## src/rtl/core/pscp_pkg.sv

```systemverilog
`default_nettype none
package pscp_pkg;

  localparam int MAX_POSITIONS = 1024;
  localparam int ALPHABET_SIZE = 256;
  localparam int COUNT_BITS    = 20;
  localparam int GROUP_SIZE    = 64;

  localparam int POS_W  = $clog2(MAX_POSITIONS);
  localparam int LEN_W  = POS_W + 1;
  localparam int SYM_W  = $clog2(ALPHABET_SIZE);
  localparam int GIDX_W = $clog2(GROUP_SIZE);
  localparam int GRP_W  = SYM_W - GIDX_W;
  localparam int ADDR_W = POS_W + SYM_W;
  localparam int TOT_W  = 20;

  localparam logic [COUNT_BITS-1:0] COUNT_MAX = '1;
  localparam logic [TOT_W-1:0]      TOT_MAX   = '1;
  localparam logic [LEN_W-1:0]      LEN_MAX   = LEN_W'(MAX_POSITIONS);

  // item kinds
  localparam logic [1:0] KIND_SYMBOL = 2'd0;
  localparam logic [1:0] KIND_EMPTY  = 2'd1;
  localparam logic [1:0] KIND_READ   = 2'd2;
  localparam logic [1:0] KIND_CLEAR  = 2'd3;

  // result status codes
  localparam logic [1:0] ST_ENTRY  = 2'd0;
  localparam logic [1:0] ST_EMPTY  = 2'd1;
  localparam logic [1:0] ST_BEYOND = 2'd2;

  typedef struct packed {
    logic [1:0]       kind;
    logic [SYM_W-1:0] symbol;
    logic             eos;
    logic [9:0]       position;
    logic [GRP_W-1:0] group;
  } cmd_t;

endpackage
`default_nettype wire

```

## src/rtl/core/pscp_front.sv

```systemverilog
`default_nettype none
module pscp_front
  import pscp_pkg::*;
(
  input  wire logic       clk,
  input  wire logic       rst_n,
  input  wire logic       start,
  input  wire logic [1:0] in_kind,
  input  wire logic [7:0] in_symbol,
  input  wire logic       in_end_of_sequence,
  input  wire logic [9:0] in_position,
  input  wire logic [1:0] in_group,
  input  wire logic       back_clearing,
  input  wire logic       q_full,
  output logic            q_push,
  output cmd_t            q_data,
  output logic            busy
);

  logic front_v_r, front_v_nxt;
  cmd_t cmd_r;
  logic accept;

  // hold off while the word cannot move on or the store is being swept
  assign busy   = (front_v_r && q_full) || back_clearing;
  assign accept = start && !busy;
  assign q_push = front_v_r && !q_full;
  assign q_data = cmd_r;

  always_comb begin
    front_v_nxt = accept || (front_v_r && !q_push);
  end

  always_ff @(posedge clk) begin
    if (!rst_n) begin
      front_v_r <= 1'b0;
    end else begin
      front_v_r <= front_v_nxt;
    end
  end

  // capture and classify the word; only symbols carry an end mark
  always_ff @(posedge clk) begin
    if (accept) begin
      cmd_r.kind     <= in_kind;
      cmd_r.symbol   <= in_symbol;
      cmd_r.eos      <= (in_kind == KIND_SYMBOL) && in_end_of_sequence;
      cmd_r.position <= in_position;
      cmd_r.group    <= in_group;
    end
  end

endmodule
`default_nettype wire

```

## config.mk

```make
export PLATFORM = sky130hd
export DESIGN_NAME = pscp_front
export DESIGN_NICKNAME = d
export VERILOG_FILES = /design/src/rtl/core/pscp_pkg.sv /design/src/rtl/core/pscp_front.sv
export SDC_FILE = /design/constraint.sdc
export NUM_CORES = 1
export LEC_CHECK = 0
export BUFFER_PORTS_ARGS = -buffer_cell sky130_fd_sc_hd__buf_4
export CAP_MARGIN = 40
export CORE_MARGIN = 1
export CORE_UTILIZATION = 42
export CTS_CLUSTER_DIAMETER = 50
export DETAILED_ROUTE_END_ITERATION = 8
export PLACE_DENSITY = 0.92
export SLEW_MARGIN = 20
export SYNTH_ARGS = -nofsm -noshare
export SYNTH_HDL_FRONTEND = slang
export SYNTH_SLANG_ARGS = --single-unit
```

## constraint.sdc

```tcl
create_clock -name clk -period 3.3 [get_ports clk]
set_input_delay 0.66 -clock clk [delete_from_list [all_inputs] [get_ports clk]]
set_output_delay 0.66 -clock clk [all_outputs]
set_load 0.01 [all_outputs]
```

==> results.py, run 1 <==
metrics = {
    "status": {
        "status": "completed",
    },
    "worst_setup_path": {
        "critPathKind": "input port to primary output",
        "start_kind": "input port",
        "worstPathMaxFanout": 3,
        "reg2reg_slack_ps": 1890,
        "cp.arrival_ps": 1080,
        "cp.required_ps": 2640,
        "crit_path_end_kind": "primary output",
    },
    "clock_network": {
        "htree_levels": 1,
        "root_buffer": "clkbuf_4",
        "worstSkewPairLatency_ps": 300,
        "ctsHoldBuffers": 0,
        "post_cts_resized": 0,
        "cts.sinks": 24,
        "cts_buffers": 3,
        "cts_tree": "yes",
        "clk_path_buf_depth": 2,
        "post_cts_buffers": 0,
        "path_clk_slew_ps": 110,
    },
    "layout": {
        "num-fill-cells": 117,
        "area_growth_syn_to_layout_pct": 60.1,
        "multi_input_area_um2": 57.6,
        "antennaDiodeCount": 0,
        "drive_above_1_share": 0.670,
        "utilization": 0.716,
        "ff_latch_area_um2": 711,
        "final_nets": 117,
    },
    "routing": {
        "dr.first_iter.drc_count": 5,
        "firstDrtPassIters": 3,
        "drt-total-wl_um": 1290,
        "antenna_left": 0,
        "via_per_inst": 4.27,
        "drc": 0,
        "vias": 483,
        "post_drt_wl_per_cell_um": 11.4,
    },
    "timing": {
        "max_freq_mhz": 575,
        "hold_violations": 0,
        "tns_ps": 0,
        "slew_viol_final": 0,
        "finalSetupViolCount": 0,
        "whs_ps": 529,
        "rsz0062_at_grt": "no",
        "tightest_slew_ps": 522,
        "slew_headroom": 0.652,
        "timing.final.crit_period_ps": 1740,
        "finClkSkew_ps": 3.13,
        "fin_crit_sh": 0.527,
    },
    "die": {
        "rows": 15,
        "io_pins": 53,
        "fp.dieW_um": 44.7,
        "start_util": 0.448,
        "core-area_um2": 1710,
        "die_height_um": 44.7,
        "die-area_um2": 1990,
    },
    "placement": {
        "gp_congestion": 0.696,
        "portBuffers": 52,
    },
    "global_route": {
        "grt_pass1_wl_um": 1790,
        "track_usage": 0.137,
        "grt_pass1_vias": 454,
        "grt_start_max_net_pins": 15,
        "antenna_found_initial": 0,
        "overflow": 0,
    },
    "yosys": {
        "synth-seq-cells": 24,
        "synth_nets": 59,
        "synth_cell_types": 9,
        "syn_avg_cell_area_um2": 24.7,
        "yosys_warnings": 0,
        "synth-seq-area-share": 0.930,
        "syn_inst": 31,
        "netlist_area_um2": 764,
    },
    "power": {
        "ir_drop_mv": 0.291,
        "p_sw_frac": 0.188,
        "clockPowerShare": 0.226,
        "p_switching_mw": 0.101,
        "power.density_nw_per_um2": 437,
        "seqPwrFrac": 0.659,
        "combinationalPowerShare": 0.115,
        "leakage_nw": 0.515,
        "internal_power_mw": 0.434,
    },
    "flow_run": {
        "cap_violations": 0,
    },
    "min_path": {
        "worstHoldPathType": "input port to register",
    },
}
cell families (layout without fill, tap and decap cells):
logic type | count (synthesis) | count (layout) | synth area share
flops | 24 | 24 | 0.930
buf+inv | 0 | 57 | 0
simple gates | 5 | 5 | 0.0491
compound gates | 2 | 2 | 0.0213
final timing paths:
| kind | endpoint | from | depth (start not counted) |
|---|---|---|---|
| setup / recovery | busy | q_full | 4 |
| hold / removal | q_data[6]$_DFFE_PP_ | in_position[4] | 1 |
| setup reg to reg | q_data[22]$_DFFE_PP_ | front_v_r$_SDFF_PN0_ | 2 |
| hold reg to reg | front_v_r$_SDFF_PN0_ | front_v_r$_SDFF_PN0_ | 2 |
Yosys cell counts:
library cell	instances	area, µm²
nand2b_4	1	13.8
nor2b_1	1	6.26
nand2b_1	1	6.26
a21boi_2	1	11.3
dfxtp_1	1	20.0
edfxtp_1	23	691
nor3b_1	1	7.51
a21oi_1	1	5.00
nand2_1	1	3.75
cell type report:
type                            instances  share of cell area
Clock buffer                            4              0.0215
Sequential cell                        24               0.581
Multi-Input combinational cell          7              0.0470
Tap cell                               25              0.0256
Timing Repair Buffer                   53               0.325
layer usage:
layer,GRT usage,up-vias,part of all wire
li1,-,232,-
met1,0.117,217,0.34
met2,0.244,32,0.54
met3,0.0694,2,0.11
met4,0.0909,0,0.0070
met5,0,-,0
worst max-delay path, stage by stage:
cell      delay, ps
buf_4           120
nand2_1          90
nand2b_1         70
buf_4           140
cells in the final DEF (no fill, tap or decap):
| master | count |
|---|---|
| edfxtp_1 | 23 |
| nand2_1 | 1 |
| clkbuf_1 | 1 |
| nand2b_1 | 1 |
| buf_4 | 53 |
| a21oi_2 | 1 |
| nor3b_1 | 1 |
| clkbuf_4 | 3 |
| a21boi_2 | 1 |
| nand2b_4 | 1 |
| nor2b_1 | 1 |
| dfxtp_1 | 1 |
per-stage QoR:
| stage | power (mW) | cell area [µm²] | cells | setup WS [ps] |
|---|---|---|---|---|
| final | 0.535 | 1220 | 113 | 1560 |
| after global routing | 0.557 | 1220 | 113 | 1550 |
| after CTS | 0.541 | 1220 | 113 | 1560 |
| after detailed placement | 0.422 | 1200 | 109 | 1350 |
| after global placement | 0.420 | 1200 | 109 | 1380 |
| after floorplan | 0.375 | 764 | 31 | 937 |
power groups by stage:
| stage | logic [mW] | registers, mW | clock network [mW] |
|---|---|---|---|
| global route | 0.0653 | 0.354 | 0.138 |
| global placement | 0.0604 | 0.359 | 0 |
| CTS | 0.0619 | 0.353 | 0.126 |
| floorplan | 0.00874 | 0.367 | 0 |
| detailed placement | 0.0619 | 0.360 | 0 |
| finish | 0.0612 | 0.353 | 0.121 |
registers in the layout (all words and copies together) (netlist names):
register,count
front_v_r,1
q_data,23
(Power assumes the default switching activity.)
==> run 2: changes to the inputs <==
--- a/config.mk
+++ b/config.mk
@@ -8,10 +8,10 @@
 export BUFFER_PORTS_ARGS = -buffer_cell sky130_fd_sc_hd__buf_4
 export CAP_MARGIN = 40
 export CORE_MARGIN = 1
-export CORE_UTILIZATION = 42
+export CORE_UTILIZATION = 35
 export CTS_CLUSTER_DIAMETER = 50
 export DETAILED_ROUTE_END_ITERATION = 8
-export PLACE_DENSITY = 0.92
+export PLACE_DENSITY = 0.83
 export SLEW_MARGIN = 20
 export SYNTH_ARGS = -nofsm -noshare
 export SYNTH_HDL_FRONTEND = slang
==> constraint.sdc (replaced) <==
create_clock -name clk -period 1.45 [get_ports clk]
set_input_delay 0.29 -clock clk [delete_from_list [all_inputs] [get_ports clk]]
set_output_delay 0.29 -clock clk [all_outputs]
set_load 0.01 [all_outputs]
==> run 2 against run 1 <==
Against the previous run: clock skew up 3.0 ps; non-clock buffer count unchanged; sequential share of layout area fell by 1.5 points; critical path depth is 1 lower; combinational power increased by 140%; via count down 0.83%; die area is 19% higher; design area up 2.7%; sequential power increased by 130%; first-iteration DRC count is 40% higher; wire length increased by 6.7%; global-route usage fell by 1.8 points; critical path type is now register to primary output.
==> results.py, run 2 (synthesis gave the netlist of run 1 again) <==
metrics = {
    "status": {
        "status": "completed",
    },
    "power": {
        "power_mw": 1.27,
        "ir_drop_mv": 0.493,
        "leakage_nw": 0.526,
        "power.density_nw_per_um2": 1010,
    },
    "global_route": {
        "grt_pass1_vias": 449,
        "grt_start_max_net_pins": 24,
        "busiest_layer": "met2",
        "overflow": 0,
        "track_usage": 0.119,
        "antenna_found_initial": 0,
        "grt_pass1_wl_um": 2010,
        "grt_use_met3": 0.0409,
        "grt_util_met2": 0.194,
        "grt_use_met1": 0.140,
    },
    "routing": {
        "post_drt_wl_per_cell_um": 11.9,
        "dr.first_iter.drc_count": 7,
        "drc": 0,
        "firstDrtPassIters": 3,
        "via_per_inst": 4.17,
        "drt-total-wl_um": 1370,
        "vias": 479,
        "antenna_left": 0,
    },
    "clock_network": {
        "worstSkewPairLatency_ps": 300,
        "post_cts_buffers": 0,
        "ctsHoldBuffers": 0,
        "cts_tree": "yes",
        "clk_path_buf_depth": 2,
        "cts.sinks": 24,
        "root_buffer": "clkbuf_4",
        "htree_levels": 1,
        "path_clk_slew_ps": 120,
        "cts_buffers": 3,
        "post_cts_resized": 0,
    },
    "layout": {
        "area_growth_syn_to_layout_pct": 64.3,
        "drive_above_1_share": 0.682,
        "layout.cells.most_common_list": "buf_4 (52), edfxtp_1 (23), clkbuf_4 (3)",
        "fin_cells": 115,
        "finish.instance_area_um2": 1260,
        "utilization": 0.628,
        "final_common_cell": "buf_4",
        "largest_reg_flops": 23,
        "antennaDiodeCount": 0,
        "final_nets": 117,
    },
    "die": {
        "die_height_um": 48.7,
        "io_pins": 53,
        "die-area_um2": 2380,
        "rows": 16,
        "core-area_um2": 2000,
        "start_util": 0.382,
        "fp.dieW_um": 48.7,
    },
    "worst_setup_path": {
        "start_kind": "register",
        "cp.arrival_ps": 1010,
        "worstPathMaxFanout": 3,
        "critPathKind": "register to primary output",
        "crit_path_end_kind": "primary output",
        "reg2reg_slack_ps": 470,
        "cp.required_ps": 1160,
    },
    "timing": {
        "whs_ps": 159,
        "max_freq_mhz": 768,
        "rsz0062_at_grt": "no",
        "finalSetupViolCount": 0,
        "layout_setup_ws_ps": 148,
        "slew_headroom": 0.897,
        "tns_ps": 0,
        "slew_viol_final": 0,
        "finClkSkew_ps": 6.14,
        "tightest_slew_ps": 154,
        "timing.final.crit_period_ps": 1300,
        "hold_violations": 0,
        "fin_crit_sh": 0.898,
    },
    "flow_run": {
        "cap_violations": 0,
    },
    "placement": {
        "dp_cells": 111,
        "placed_cell_area_um2": 1220,
        "portBuffers": 52,
        "dpl_worst_slack_ps": 283,
        "gp_congestion": 0.593,
    },
    "min_path": {
        "worstHoldPathType": "input port to register",
    },
}
==> run 2: layer usage <==
layer	up-vias	wire [µm]
li1	233	-
met2	35	691
met3	2	150
met1	209	523
met4	0	8
met5	-	0
==> run 2: cell type report <==
class / count / area, µm²
fillers: 159 / 746
flip-flops and latches: 24 / 711
multi-input cells: 7 / 65.1
repair buffers: 53 / 410
well taps: 27 / 33.8
clock buffers: 4 / 36.3
==> run 2: power breakdown <==
group,internal [mW],switching (mW)
Sequential,0.794,0.00884
Combinational,0.0919,0.0541
Clock,0.153,0.173
==> run 2: worst paths after layout <==
check                                           from              endpoint  depth (start not counted)
worst max-delay path            front_v_r$_SDFF_PN0_                  busy                          3
worst max register to register  front_v_r$_SDFF_PN0_  q_data[12]$_DFFE_PP_                          2
worst min-delay path                    in_symbol[0]  q_data[13]$_DFFE_PP_                          1
worst min register to register  front_v_r$_SDFF_PN0_  front_v_r$_SDFF_PN0_                          2
==> run 2: critical path: stages (launching register included) <==
cell      delay [ps]
dfxtp_1          410
nand2_1          100
nand2b_1          90
buf_4            110
==> run 3: changes to the inputs <==
--- a/config.mk
+++ b/config.mk
@@ -12,6 +12,7 @@
 export CTS_CLUSTER_DIAMETER = 50
 export DETAILED_ROUTE_END_ITERATION = 8
 export PLACE_DENSITY = 0.83
+export RECOVER_POWER = 100
 export SLEW_MARGIN = 20
 export SYNTH_ARGS = -nofsm -noshare
 export SYNTH_HDL_FRONTEND = slang
==> run 3 against run 2 <==
Against the previous run: via count increased by 2.5%; largest cell class unchanged; largest power group unchanged; highest routed layer unchanged; sequential share of layout area up 5.8 points; die area unchanged; critical path type unchanged; critical endpoint unchanged.
==> results.py, run 3 (synthesis gave the netlist of run 1 again) <==
metrics = {
    "clock_network": {
        "post_cts_buffers": 0,
        "htree_levels": 1,
        "post_cts_resized": 0,
        "ctsHoldBuffers": 0,
        "worstSkewPairLatency_ps": 290,
        "cts_buffers": 3,
        "path_clk_slew_ps": 120,
        "clk_path_buf_depth": 2,
        "root_buffer": "clkbuf_4",
        "cts_tree": "yes",
        "cts.sinks": 24,
    },
    "routing": {
        "antenna_left": 0,
        "drt-met1-wl_um": 534,
        "firstDrtPassIters": 4,
        "drc": 0,
        "post_drt_wl_per_cell_um": 12.0,
        "dr_wl_met3_um": 172,
        "via_per_inst": 4.27,
        "top_layer": "met4",
        "met2_length_um": 669,
        "drt-total-wl_um": 1380,
        "dr.first_iter.drc_count": 5,
        "vias": 491,
    },
    "power": {
        "power_mw": 1.24,
        "power.density_nw_per_um2": 1090,
        "ir_drop_mv": 0.479,
        "leakage_nw": 0.422,
    },
    "die": {
        "fp.dieW_um": 48.7,
        "rows": 16,
        "io_pins": 53,
        "die-area_um2": 2380,
        "start_util": 0.382,
        "die_height_um": 48.7,
        "core-area_um2": 2000,
    },
    "min_path": {
        "min-delay-start": "in_symbol[0]",
        "min_to": "q_data[13]$_DFFE_PP_",
        "hold_depth": 1,
        "worstHoldPathType": "input port to register",
    },
    "global_route": {
        "antenna_found_initial": 0,
        "track_usage": 0.119,
        "grt_pass1_wl_um": 2010,
        "overflow": 0,
        "grt_start_max_net_pins": 24,
        "grt_pass1_vias": 449,
    },
    "worst_setup_path": {
        "cp.arrival_ps": 1010,
        "max_stage_delay_ps": 410,
        "cp.required_ps": 1160,
        "start_kind": "register",
        "cp-startpoint": "front_v_r$_SDFF_PN0_",
        "crit_path_end_kind": "primary output",
        "r2r-end": "q_data[12]$_DFFE_PP_",
        "r2r-start": "front_v_r$_SDFF_PN0_",
        "critPathKind": "register to primary output",
        "crit_slowest_cell": "dfxtp_1",
        "worstPathCellList": "nand2_1 -> nand2b_1 -> clkbuf_1",
        "reg2reg_slack_ps": 170,
        "worstPathMaxFanout": 3,
        "reg2regPathDepth": 2,
    },
    "timing": {
        "hold_violations": 0,
        "slew_viol_final": 0,
        "rsz0062_at_grt": "no",
        "finalSetupViolCount": 0,
        "timing.final.crit_period_ps": 1300,
        "finClkSkew_ps": 6.64,
        "slew_headroom": 0.653,
        "tightest_slew_ps": 521,
        "tns_ps": 0,
        "max_freq_mhz": 768,
        "fin_crit_sh": 0.898,
    },
    "placement": {
        "gp_congestion": 0.593,
        "dp_cells": 111,
        "portBuffers": 52,
    },
    "flow_run": {
        "cap_violations": 0,
    },
    "layout": {
        "antennaDiodeCount": 0,
        "drive_above_1_share": 0.375,
        "largest_reg_flops": 23,
        "final_nets": 117,
        "layout.cells.most_common_list": "clkbuf_1 (26), clkbuf_4 (25), edfxtp_1 (23)",
        "fin_cells": 115,
        "final_common_cell": "clkbuf_1",
        "utilization": 0.569,
        "area_growth_syn_to_layout_pct": 49.1,
    },
    "status": {
        "status": "completed",
    },
}
run 3: cell count changes in the layout (fill, tap and decap cells not counted):
cell / before / now
clkbuf_4: 3 / 25
clkbuf_1: 0 / 26
a21boi_2: 1 / 0
clkbuf_2: 0 / 1
buf_4: 52 / 4
a21boi_0: 0 / 1
buf_12: 1 / 0
run 3: worst max-delay path by stage:
stage / to / slack, ps
floorplan: q_data[0]$_DFFE_PP_ / 210
global placement: q_data[21]$_DFFE_PP_ / 290
detailed placement: q_data[6]$_DFFE_PP_ / 280
CTS: busy / 140
global route: busy / 50
finish: busy / 150
run 3: final cells by class:
type	count	area [µm²]
clock buffer	4	36.3
tap	27	33.8
sequential	24	711
fill	203	862
multi-input combinational	7	61.3
timing repair buffer	53	298
run 3: stage by stage:
step	setup slack [ps]	hold WS, ps	area [µm²]
floorplan	207	389	776
finish	149	182	1140
detailed placement	283	470	1220
CTS	138	157	1260
global placement	290	468	1220
global route	49.4	156	1140
run 3: where the power goes:
group / switching [mW] / internal (mW) / total [mW]
Sequential: 0.00835 / 0.795 / 0.803
Combinational: 0.0532 / 0.0596 / 0.113
Clock: 0.171 / 0.153 / 0.324
run 3: critical path: cells and delay by family, from the launching register on:
family | cells | cell delay (ps)
and+or+nand+nor | 2 | 170
buffers and inverters | 1 | 140
DFF | 1 | 410
run 3: routing by layer:
layer	vias to the layer above	global-route usage
met3	2	0.0409
li1	234	-
met1	215	0.140
met2	40	0.194
met4	0	0.0588
met5	-	0
