--- src/rtl/core/pscp_pkg.sv ---
`default_nettype none
package pscp_pkg;

  localparam int MAX_POSITIONS = 1024;
  localparam int ALPHABET_SIZE = 256;
  localparam int COUNT_BITS    = 20;
  localparam int GROUP_SIZE    = 64;

  localparam int POS_W  = $clog2(MAX_POSITIONS);
  localparam int LEN_W  = POS_W + 1;
  localparam int SYM_W  = $clog2(ALPHABET_SIZE);
  localparam int GIDX_W = $clog2(GROUP_SIZE);
  localparam int GRP_W  = SYM_W - GIDX_W;
  localparam int ADDR_W = POS_W + SYM_W;
  localparam int TOT_W  = 20;

  localparam logic [COUNT_BITS-1:0] COUNT_MAX = '1;
  localparam logic [TOT_W-1:0]      TOT_MAX   = '1;
  localparam logic [LEN_W-1:0]      LEN_MAX   = LEN_W'(MAX_POSITIONS);

  // item kinds
  localparam logic [1:0] KIND_SYMBOL = 2'd0;
  localparam logic [1:0] KIND_EMPTY  = 2'd1;
  localparam logic [1:0] KIND_READ   = 2'd2;
  localparam logic [1:0] KIND_CLEAR  = 2'd3;

  // result status codes
  localparam logic [1:0] ST_ENTRY  = 2'd0;
  localparam logic [1:0] ST_EMPTY  = 2'd1;
  localparam logic [1:0] ST_BEYOND = 2'd2;

  typedef struct packed {
    logic [1:0]       kind;
    logic [SYM_W-1:0] symbol;
    logic             eos;
    logic [9:0]       position;
    logic [GRP_W-1:0] group;
  } cmd_t;

endpackage
`default_nettype wire

--- src/rtl/core/pscp_queue.sv ---
`default_nettype none
module pscp_queue
  import pscp_pkg::*;
(
  input  wire logic clk,
  input  wire logic rst_n,
  input  wire logic push,
  input  wire cmd_t push_data,
  input  wire logic pop,
  output logic      full,
  output logic      valid,
  output cmd_t      head
);

  cmd_t slot_r [2];
  logic wp_r, rp_r;
  logic [1:0] cnt_r;

  assign full  = (cnt_r == 2'd2);
  assign valid = (cnt_r != 2'd0);
  assign head  = slot_r[rp_r];

  // advance pointers and occupancy
  always_ff @(posedge clk) begin
    if (!rst_n) begin
      wp_r  <= 1'b0;
      rp_r  <= 1'b0;
      cnt_r <= 2'd0;
    end else begin
      if (push) wp_r <= ~wp_r;
      if (pop)  rp_r <= ~rp_r;
      cnt_r <= cnt_r + 2'(push) - 2'(pop);
    end
  end

  always_ff @(posedge clk) begin
    if (push) slot_r[wp_r] <= push_data;
  end

endmodule
`default_nettype wire

--- config.mk ---
export PLATFORM = sky130hd
export DESIGN_NAME = pscp_queue
export DESIGN_NICKNAME = d
export VERILOG_FILES = /design/src/rtl/core/pscp_pkg.sv /design/src/rtl/core/pscp_queue.sv
export SDC_FILE = /design/constraint.sdc
export NUM_CORES = 1
export LEC_CHECK = 0
export ABC_CLOCK_PERIOD_IN_PS = 2000
export BUFFER_PORTS_ARGS = -buffer_cell sky130_fd_sc_hd__buf_2
export CAP_MARGIN = 20
export CELL_PAD_IN_SITES_DETAIL_PLACEMENT = 1
export CELL_PAD_IN_SITES_GLOBAL_PLACEMENT = 1
export CORE_UTILIZATION = 35
export CTS_BUF_LIST = sky130_fd_sc_hd__clkbuf_16
export CTS_CLUSTER_SIZE = 40
export DETAILED_ROUTE_END_ITERATION = 10
export PLACE_DENSITY_LB_ADDON = 0.15
export SLEW_MARGIN = 0
export SYNTH_ARGS = -nofsm -noshare
export SYNTH_HDL_FRONTEND = slang
export SYNTH_SLANG_ARGS = --single-unit
--- constraint.sdc ---
create_clock -name clk -period 2 [get_ports clk]
set_input_delay 0.2 -clock clk [delete_from_list [all_inputs] [get_ports clk]]
set_output_delay 0.2 -clock clk [all_outputs]
set_load 0.02 [all_outputs]
==> reports/metrics.yaml, run 1 <==
run_status:
  status: "complete, no violations"
critical_path:
  crit_required_ps: 1800
  crit_path_end_kind: "output pin"
  r2r_slack_ps: 720
  crit_path_max_fanout: 9
  cp-start-kind: "flop"
  reg2reg_from: "wp_r$_SDFFE_PN0P_"
  critPathKind: "reg -> out"
  rr_endpoint: "slot_r[0][4]$_DFFE_PP_"
  r2r_cells: 2
  worstPathArrival_ps: 1580
route:
  drt_wl_total_mm: 3.21
  drt_iter0_markers: 31
  drtPass1Iterations: 3
  via_count: 985
  post_drt_wl_per_cell_um: 14.4
  vias_per_cell: 4.42
  drtAntennaViolNets: 0
  drcViolationCount: 0
synth:
  yosysSeqAreaShare_pct: 78.4
  ys_seq_elements: 51
  syn_inst: 92
  synth.area.top_cells: "edfxtp_1 (73%), mux2_2 (14%), dfxtp_1 (5.3%)"
  synth.avg_cell_area_um2: 20.5
  syn-num-nets: 121
  synth-main-ff-cell: "edfxtp_1"
  synth_top_area_cell: "edfxtp_1"
  yosysUniqueCellTypes: 12
  synth_warnings: 0
  synthTopCellsByCount: "edfxtp_1 (46), mux2_2 (23), dfxtp_1 (5), and2_1 (4), nor2b_1 (4)"
  synthMostInstantiatedCell: "edfxtp_1"
  synth_top_area_share_pct: 73.1
  ys_async_sr_fraction_pct: 0
  synth-edff-count: 46
  netlist_area_um2: 1890
place:
  dp_slack_ps: 492
  dp_hpwl_mm: 2.27
  io_buffers: 51
  place.gp.congestion: 0.632
min_path:
  min_path_cells: 1
  hold_class: "in -> reg"
  hold_end: "slot_r[0][10]$_DFFE_PP_"
  min-delay-start: "push_data[10]"
timing:
  setup_tns_ps: 0
  hold_violations: 0
  timing.fmax_mhz: 562
  rsz0062_at_grt: "false"
  finalSetupViolCount: 0
  tightestPinTransition_ps: 514
  post-route-min-period_ps: 1780
  relSlewSlack_pct: 65.6
  final.setup_skew_ps: 1.40
  fin_crit_sh_pct: 88.9
  drv_slew: 0
  setup_ws_ps: 221
floorplan:
  pin_count: 52
  die-area_um2: 5700
  placementRows: 26
  core_um2: 5140
  die_x_um: 75.5
  dieHeight_um: 75.5
  initial_core_util_pct: 36.8
global_route:
  grt_pass1_wl_mm: 4.83
  antenna_found_initial: 0
  grt_pass1_vias: 996
  grt-ovfl-total: 0
  grt_max_degree: 17
  grt_usage_pct: 12.1
clocking:
  cts_setup_buffers: 0
  numClockSinks: 51
  cts_max_level: 2
  cts_buffers: 5
  clock_path_buffers: 2
  cts_root_buffer: "clkbuf_16"
  holdBufCountCts: 0
  insertion_delay_ps: 280
  cts_tree: "built"
  clk_pin_slew_ps: 60
  cts_resized: 0
pwr:
  power.total_mw: 2.37
  power_density_nw_per_um2: 985
  peakVddDrop_v: 0.000552
  p_leak_nw: 0.928
job:
  drv_cap: 0
cells_and_area:
  layout-drive-gt1-share_pct: 55.6
  nets: 181
  area_delta_synth_final_pct: 27.2
  n_antenna_cell: 0
-- final cells by class --
class / count / area, µm²
inverter: 2 / 7.51
timing repair buffer: 55 / 310
clock inverter: 3 / 11.3
clock buffer: 5 / 125
multi-input combinational: 37 / 382
fill: 525 / 2740
sequential: 51 / 1480
tap: 70 / 87.6
-- sequential cells by signal, indices dropped and copies added, names as in the netlist, named ones only --
name,cells
slot_r,46
cnt_r,2
rp_r,1
wp_r,1
-- critical path, cell delays in order, from the launching register on --
cell and delay (ps):
dfxtp_1 530, buf_4 260, mux2_2 350, buf_2 160
-- worst max-delay path by stage --
stage / end / slack (ps) / cells after the start
floorplan: slot_r[0][0]$_DFFE_PP_ / 210 / 1
global placement: head[8] / 510 / 3
detailed placement: head[8] / 490 / 3
CTS: head[8] / 190 / 3
global route: head[8] / 120 / 3
finish: head[8] / 220 / 3
-- cells in the final DEF, fill, tap and decap left out --
| cell type | n |
|---|---|
| xor2_1 | 1 |
| and2_1 | 4 |
| nor2b_1 | 3 |
| buf_4 | 2 |
| nor2b_2 | 1 |
| inv_1 | 3 |
| clkbuf_16 | 5 |
| buf_2 | 51 |
| clkinv_1 | 2 |
| xnor3_1 | 1 |
| edfxtp_1 | 46 |
| buf_12 | 2 |
| mux2_2 | 23 |
| ha_1 | 2 |
| dfxtp_1 | 5 |
| or2_2 | 1 |
| o21a_1 | 1 |
-- metrics by stage --
| stage | hold WS, ps | utilization, % | area, µm² | instances |
|---|---|---|---|---|
| after floorplan | 299 | - | 1890 | 92 |
| after global placement | 387 | 44.1 | 2270 | 215 |
| after detailed placement | 392 | 44.1 | 2270 | 215 |
| after CTS | 100 | 46.8 | 2400 | 223 |
| after global routing | 99.9 | 46.8 | 2400 | 223 |
| final | 106 | 46.8 | 2400 | 223 |
-- layer usage --
layer / share of wire [%] / track usage (%) / up-vias / wire length [µm]
met4: 1.3 / 4.94 / 0 / 43
met3: 5.1 / 3.97 / 5 / 162
met5: 0 / 0 / - / 0
met1: 43 / 15.1 / 484 / 1370
met2: 51 / 19.5 / 29 / 1630
li1: - / - / 467 / -
-- report_power, final --
part           internal (mW)  total, mW  leakage, nW  switching, mW
combinational          0.155      0.329        0.385          0.174
clock                  0.450      0.783       0.0701          0.333
sequential              1.23       1.26        0.473         0.0254
-- kinds of logic after synthesis --
family | synth area share (%)
xor gates and xnor gates | 1.65
adders and majority gates | 1.32
muxes | 13.7
and+or+nand+nor | 2.98
buffers and inverters | 1.59
AOI/OAI and AO/OA | 0.397
DFF | 78.4
No activity file was read; power rests on OpenSTA's default activity.
==> run 2, diff against run 1 <==
--- a/config.mk
+++ b/config.mk
@@ -5,7 +5,7 @@
 export SDC_FILE = /design/constraint.sdc
 export NUM_CORES = 1
 export LEC_CHECK = 0
-export ABC_CLOCK_PERIOD_IN_PS = 2000
+export ABC_CLOCK_PERIOD_IN_PS = 2100
 export BUFFER_PORTS_ARGS = -buffer_cell sky130_fd_sc_hd__buf_2
 export CAP_MARGIN = 20
 export CELL_PAD_IN_SITES_DETAIL_PLACEMENT = 1
==> constraint.sdc (replaced) <==
create_clock -name clk -period 2.1 [get_ports clk]
set_input_delay 0.21 -clock clk [delete_from_list [all_inputs] [get_ports clk]]
set_output_delay 0.21 -clock clk [all_outputs]
set_load 0.02 [all_outputs]
==> run 2 against run 1 <==
  * Critical endpoint is now head[10]
  * Register-to-register slack improved by 110 ps
  * First-iteration DRC count decreased by 29%
  * Non-clock buffer count did not move
  * Total power is 4.5% lower
  * Core utilization stayed put
  * Cell area unchanged
  * Highest routed layer unchanged
  * Wire length shrank 1.1%
  * Largest cell class unchanged
==> reports/metrics.yaml, run 2 (synthesized netlist as in run 1, its figures left out) <==
timing:
  fin_crit_sh_pct: 85.7
  drv_slew: 0  # unchanged
  finalSetupViolCount: 0  # unchanged
  whs_ps: 117  # +11.1 ps
  hold_violations: 0  # unchanged
  timing.fmax_mhz: 556
  tightestPinTransition_ps: 510  # -3.68 ps
  setup_tns_ps: 0  # unchanged
  setup_ws_ps: 300  # +79.1 ps
  final.setup_skew_ps: 3.77  # +2.37 ps
  relSlewSlack_pct: 65.8  # +0.25 points
  rsz0062_at_grt: "false"
  post-route-min-period_ps: 1800
clocking:
  numClockSinks: 51  # unchanged
  cts_tree: "built"
  cts_max_level: 2  # unchanged
  cts_root_buffer: "clkbuf_16"
  insertion_delay_ps: 280  # about the same
  cts_resized: 0  # unchanged
  clk_pin_slew_ps: 60  # about the same
  cts_setup_buffers: 0  # unchanged
  holdBufCountCts: 0  # unchanged
  clock_path_buffers: 2  # unchanged
  cts_buffers: 5  # unchanged
cells_and_area:
  largest_register_ffs: 46  # unchanged
  area_delta_synth_final_pct: 27.2  # unchanged
  nets: 181  # unchanged
  reg.largest.list: "slot_r: 46 flops, cnt_r: 2 flops"
  final_cell_mix: "buf_2 (51), edfxtp_1 (46), mux2_2 (23)"
  final_util_pct: 46.8  # unchanged
  regMostFlops: "slot_r"
  n_antenna_cell: 0  # unchanged
  layout_commonest_cell: "buf_2"
  layout-drive-gt1-share_pct: 55.6  # unchanged
floorplan:
  placementRows: 26  # unchanged
  initial_core_util_pct: 36.8  # unchanged
  pin_count: 52  # unchanged
  die-area_um2: 5700  # unchanged
  dieHeight_um: 75.5  # unchanged
  core_um2: 5140  # unchanged
  die_x_um: 75.5  # unchanged
min_path:
  hold_class: "in -> reg"
  min-delay-start: "push_data[10]"
route:
  drt_wl_total_mm: 3.17  # -1.1%
  drt_iter0_markers: 22  # -29%
  drtAntennaViolNets: 0  # unchanged
  m1WireLength_mm: 1.33  # -3.0%
  vias_per_cell: 4.38  # -0.91%
  wl_met3_um: 156  # -3.7%
  dr_wl_met2_mm: 1.65  # +1.2%
  via_count: 976  # -0.91%
  drtPass1Iterations: 4  # +1
  post_drt_wl_per_cell_um: 14.2  # -1.1%
  maxUsedRoutingLayer: "met4"
  drcViolationCount: 0  # unchanged
critical_path:
  crit_path_end_kind: "output pin"
  crit_required_ps: 1890  # +90 ps
  worstPathArrival_ps: 1590  # about the same
  critical_path_buf_inv_count: 2  # unchanged
  critPathKind: "reg -> out"
  cp-start-kind: "flop"
  cp_top_family: "flip-flops"
  slowest_stage: "dfxtp_1"
  slowest_delay_ps: 530  # about the same
  reg2reg_from: "wp_r$_SDFFE_PN0P_"
  crit_path_max_fanout: 9  # unchanged
  crit_path_cell_trace: "buf_4, mux2_2, buf_2"
pwr:
  power_density_nw_per_um2: 940  # -4.5%
  peakVddDrop_v: 0.000475  # -14%
  p_leak_nw: 0.928  # unchanged
global_route:
  grt-ovfl-total: 0  # unchanged
  grt_pass1_wl_mm: 4.71  # -2.4%
  grt_pass1_vias: 1004  # +0.80%
  antenna_found_initial: 0  # unchanged
  grt_usage_pct: 11.8  # -0.30 points
  grt_max_degree: 17  # unchanged
run_status:
  status: "complete, no violations"
place:
  io_buffers: 51  # unchanged
  place.gp.congestion: 0.632  # about the same
  dp_hpwl_mm: 2.26  # -0.34%
  dp_slack_ps: 585  # +92.3 ps
job:
  drv_cap: 0  # unchanged
## run 2: cell counts in the layout (fill, tap and decap cells not counted)
No cell type changed its count.
## run 2: final timing paths
kind	endpoint	cells past startpoint	slack [ps]
worst max register to register	slot_r[0][9]$_DFFE_PP_	2	830
worst min register to register	rp_r$_SDFFE_PN0P_	2	590
worst max-delay path	head[10]	3	300
worst min-delay path	slot_r[0][10]$_DFFE_PP_	1	120
## run 2: layout make-up
class	count	area, µm²
Fill cell	522	2740
Sequential cell	51	1480
Multi-Input combinational cell	37	382
Timing Repair Buffer	55	310
Clock buffer	5	125
Tap cell	70	87.6
Clock inverter	3	11.3
Inverter	2	7.51
## run 2: power by group
group	switching [mW]	internal, mW
Combinational	0.167	0.148
Clock	0.322	0.429
Sequential	0.0236	1.17
## run 2: per-stage QoR
step | cells | power [mW] | cell area (µm²)
2_1_floorplan | 92 | 1.42 | 1890
3_3_place_gp | 215 | 1.53 | 2270
3_5_place_dp | 215 | 1.54 | 2270
4_1_cts | 223 | 2.29 | 2400
5_1_grt | 223 | 2.35 | 2400
6_report | 223 | 2.26 | 2400
## run 2: per-layer routing
metal	vias to the layer above	global-route usage, %
li1	466	-
met1	477	13.3
met2	29	20.2
met3	4	4.37
met4	0	4.94
met5	-	0
==> run 3, diff against run 2 <==
--- a/config.mk
+++ b/config.mk
@@ -14,7 +14,7 @@
 export CTS_BUF_LIST = sky130_fd_sc_hd__clkbuf_16
 export CTS_CLUSTER_SIZE = 40
 export DETAILED_ROUTE_END_ITERATION = 10
-export PLACE_DENSITY_LB_ADDON = 0.15
+export PLACE_DENSITY = 0.74
 export SLEW_MARGIN = 0
 export SYNTH_ARGS = -nofsm -noshare
 export SYNTH_HDL_FRONTEND = slang
==> run 3 against run 2 <==
  * Wire length grew 3.0%
  * Global-route usage grew 0.40 points
  * Core utilization shrank 0.32 points
  * Count of clock-buffer cells in the layout is the same
  * Worst setup slack lost 38 ps
  * Cell area shrank 0.68%
  * Die area is the same
  * Clock power grew 3.6%
  * Register-to-register slack lost 60 ps
  * Non-clock buffer count is the same
  * Final cell count is the same
  * Fmax shrank 2.1%
  * Critical path type unchanged
  * Highest routed layer unchanged
==> reports/metrics.yaml, run 3 (synthesized netlist as in run 1, its figures left out) <==
cells_and_area:
  largest_register_ffs: 46  # unchanged
  n_antenna_cell: 0  # unchanged
  nets: 181  # unchanged
  reg.largest.list: "slot_r: 46 flops, cnt_r: 2 flops"
  layout-drive-gt1-share_pct: 56.9  # +1.3 points
  layout_commonest_cell: "buf_2"
  final_util_pct: 46.5  # -0.32 points
  design_area_um2: 2390  # -0.68%
  ff_latch_area_um2: 1480  # unchanged
  regMostFlops: "slot_r"
  instances_no_fill: 223  # unchanged
  fillers: 522  # unchanged
  multi_input_area_um2: 382  # unchanged
  final_cell_mix: "buf_2 (51), edfxtp_1 (46), mux2_2 (23)"
  area_delta_synth_final_pct: 26.3
timing:
  setup_tns_ps: 0  # unchanged
  tightestPinTransition_ps: 308  # -202 ps
  whs_ps: 110  # -7.25 ps
  hold_violations: 0  # unchanged
  final.setup_skew_ps: 1.55  # -2.22 ps
  relSlewSlack_pct: 79.5  # +14 points
  rsz0062_at_grt: "false"
  finalSetupViolCount: 0  # unchanged
  setup_ws_ps: 262  # -38.5 ps
  timing.fmax_mhz: 544  # -2.1%
  fin_crit_sh_pct: 87.5  # +1.8 points
  post-route-min-period_ps: 1840  # +38.5 ps
  drv_slew: 0  # unchanged
clocking:
  insertion_delay_ps: 280  # about the same
  clock_path_buffers: 2  # unchanged
  cts_resized: 0  # unchanged
  cts_setup_buffers: 0  # unchanged
  clk_pin_slew_ps: 60  # about the same
  holdBufCountCts: 0  # unchanged
  numClockSinks: 51  # unchanged
  cts_tree: "built"
  cts_root_buffer: "clkbuf_16"
  cts_max_level: 2  # unchanged
  cts_buffers: 5  # unchanged
floorplan:
  pin_count: 52  # unchanged
  initial_core_util_pct: 36.8  # unchanged
  placementRows: 26  # unchanged
  die-area_um2: 5700  # unchanged
  die_x_um: 75.5  # unchanged
  dieHeight_um: 75.5  # unchanged
  core_um2: 5140  # unchanged
critical_path:
  r2r_slack_ps: 770  # -60 ps
  rr_endpoint: "slot_r[1][2]$_DFFE_PP_"
  critPathCapture: "head[5]"
  crit_path_end_kind: "output pin"
  cp-start-kind: "flop"
  crit_path_max_fanout: 17  # +8
  critPathKind: "reg -> out"
  worstPathArrival_ps: 1630  # +40 ps
  reg2reg_from: "wp_r$_SDFFE_PN0P_"
  r2r_cells: 2  # unchanged
  crit_required_ps: 1890  # about the same
pwr:
  power.total_mw: 2.28  # +0.93%
  power_density_nw_per_um2: 955  # +1.6%
  peakVddDrop_v: 0.000409  # -14%
  p_leak_nw: 0.918  # -1.1%
route:
  drt_wl_total_mm: 3.27  # +3.0%
  drt_iter0_markers: 35  # +59%
  via_count: 992  # +1.6%
  drtPass1Iterations: 4  # unchanged
  drcViolationCount: 0  # unchanged
  post_drt_wl_per_cell_um: 14.6  # +3.0%
  drtAntennaViolNets: 0  # unchanged
  vias_per_cell: 4.45  # +1.6%
global_route:
  antenna_found_initial: 0  # unchanged
  grt_max_degree: 18  # +1
  grt_pass1_vias: 1045  # +4.1%
  grt-ovfl-total: 0  # unchanged
  grt_usage_pct: 12.2  # +0.40 points
  grt_pass1_wl_mm: 4.76  # +1.0%
place:
  place.gp.congestion: 0.634  # +0.36%
  placed_cells: 215  # unchanged
  placed_cell_area_um2: 2240  # -1.1%
  dp_slack_ps: 544  # -40.5 ps
  dp_hpwl_mm: 2.35  # +4.3%
  io_buffers: 51  # unchanged
min_path:
  hold_class: "in -> reg"
  min_path_cells: 1  # unchanged
job:
  drv_cap: 0  # unchanged
run_status:
  status: "complete, no violations"
-- run 3: cell types whose count changed in the layout (fill, tap and decap cells not counted) --
cell	delta
clkinv_4	+1
clkinvlp_4	+1
buf_4	+2
inv_1	-1
clkinv_1	-1
buf_12	-2
-- run 3: final cells by class --
class                           count  area share, %
Inverter                            2          0.314
Tap cell                           70           3.67
Timing Repair Buffer               55           11.9
Clock inverter                      3          0.838
Clock buffer                        5           5.24
Sequential cell                    51           62.0
Multi-Input combinational cell     37           16.0
-- run 3: worst min path at each step --
stage	startpoint	to	slack, ps
global route	push_data[14]	slot_r[1][14]$_DFFE_PP_	100
global placement	push_data[17]	slot_r[0][17]$_DFFE_PP_	400
floorplan	push_data[0]	slot_r[0][0]$_DFFE_PP_	310
finish	push_data[14]	slot_r[1][14]$_DFFE_PP_	110
detailed placement	push_data[14]	slot_r[1][14]$_DFFE_PP_	400
CTS	push_data[14]	slot_r[1][14]$_DFFE_PP_	100
-- run 3: per-layer routing --
| layer | share of wire (%) | up-vias | GRT usage (%) |
|---|---|---|---|
| met2 | 50 | 39 | 20.7 |
| met4 | 2.3 | 0 | 7.41 |
| met1 | 41 | 475 | 13.2 |
| met5 | 0 | - | 0 |
| met3 | 7.5 | 7 | 4.23 |
| li1 | - | 471 | - |
-- run 3: worst max-delay path, stage by stage, from the launching register on --
cell     delay, ps
dfxtp_1        490
buf_4          310
mux2_2         370
buf_2          160
-- run 3: power breakdown --
| group | switching (mW) | internal, mW |
|---|---|---|
| clock network | 0.339 | 0.439 |
| registers | 0.0231 | 1.17 |
| logic | 0.168 | 0.142 |
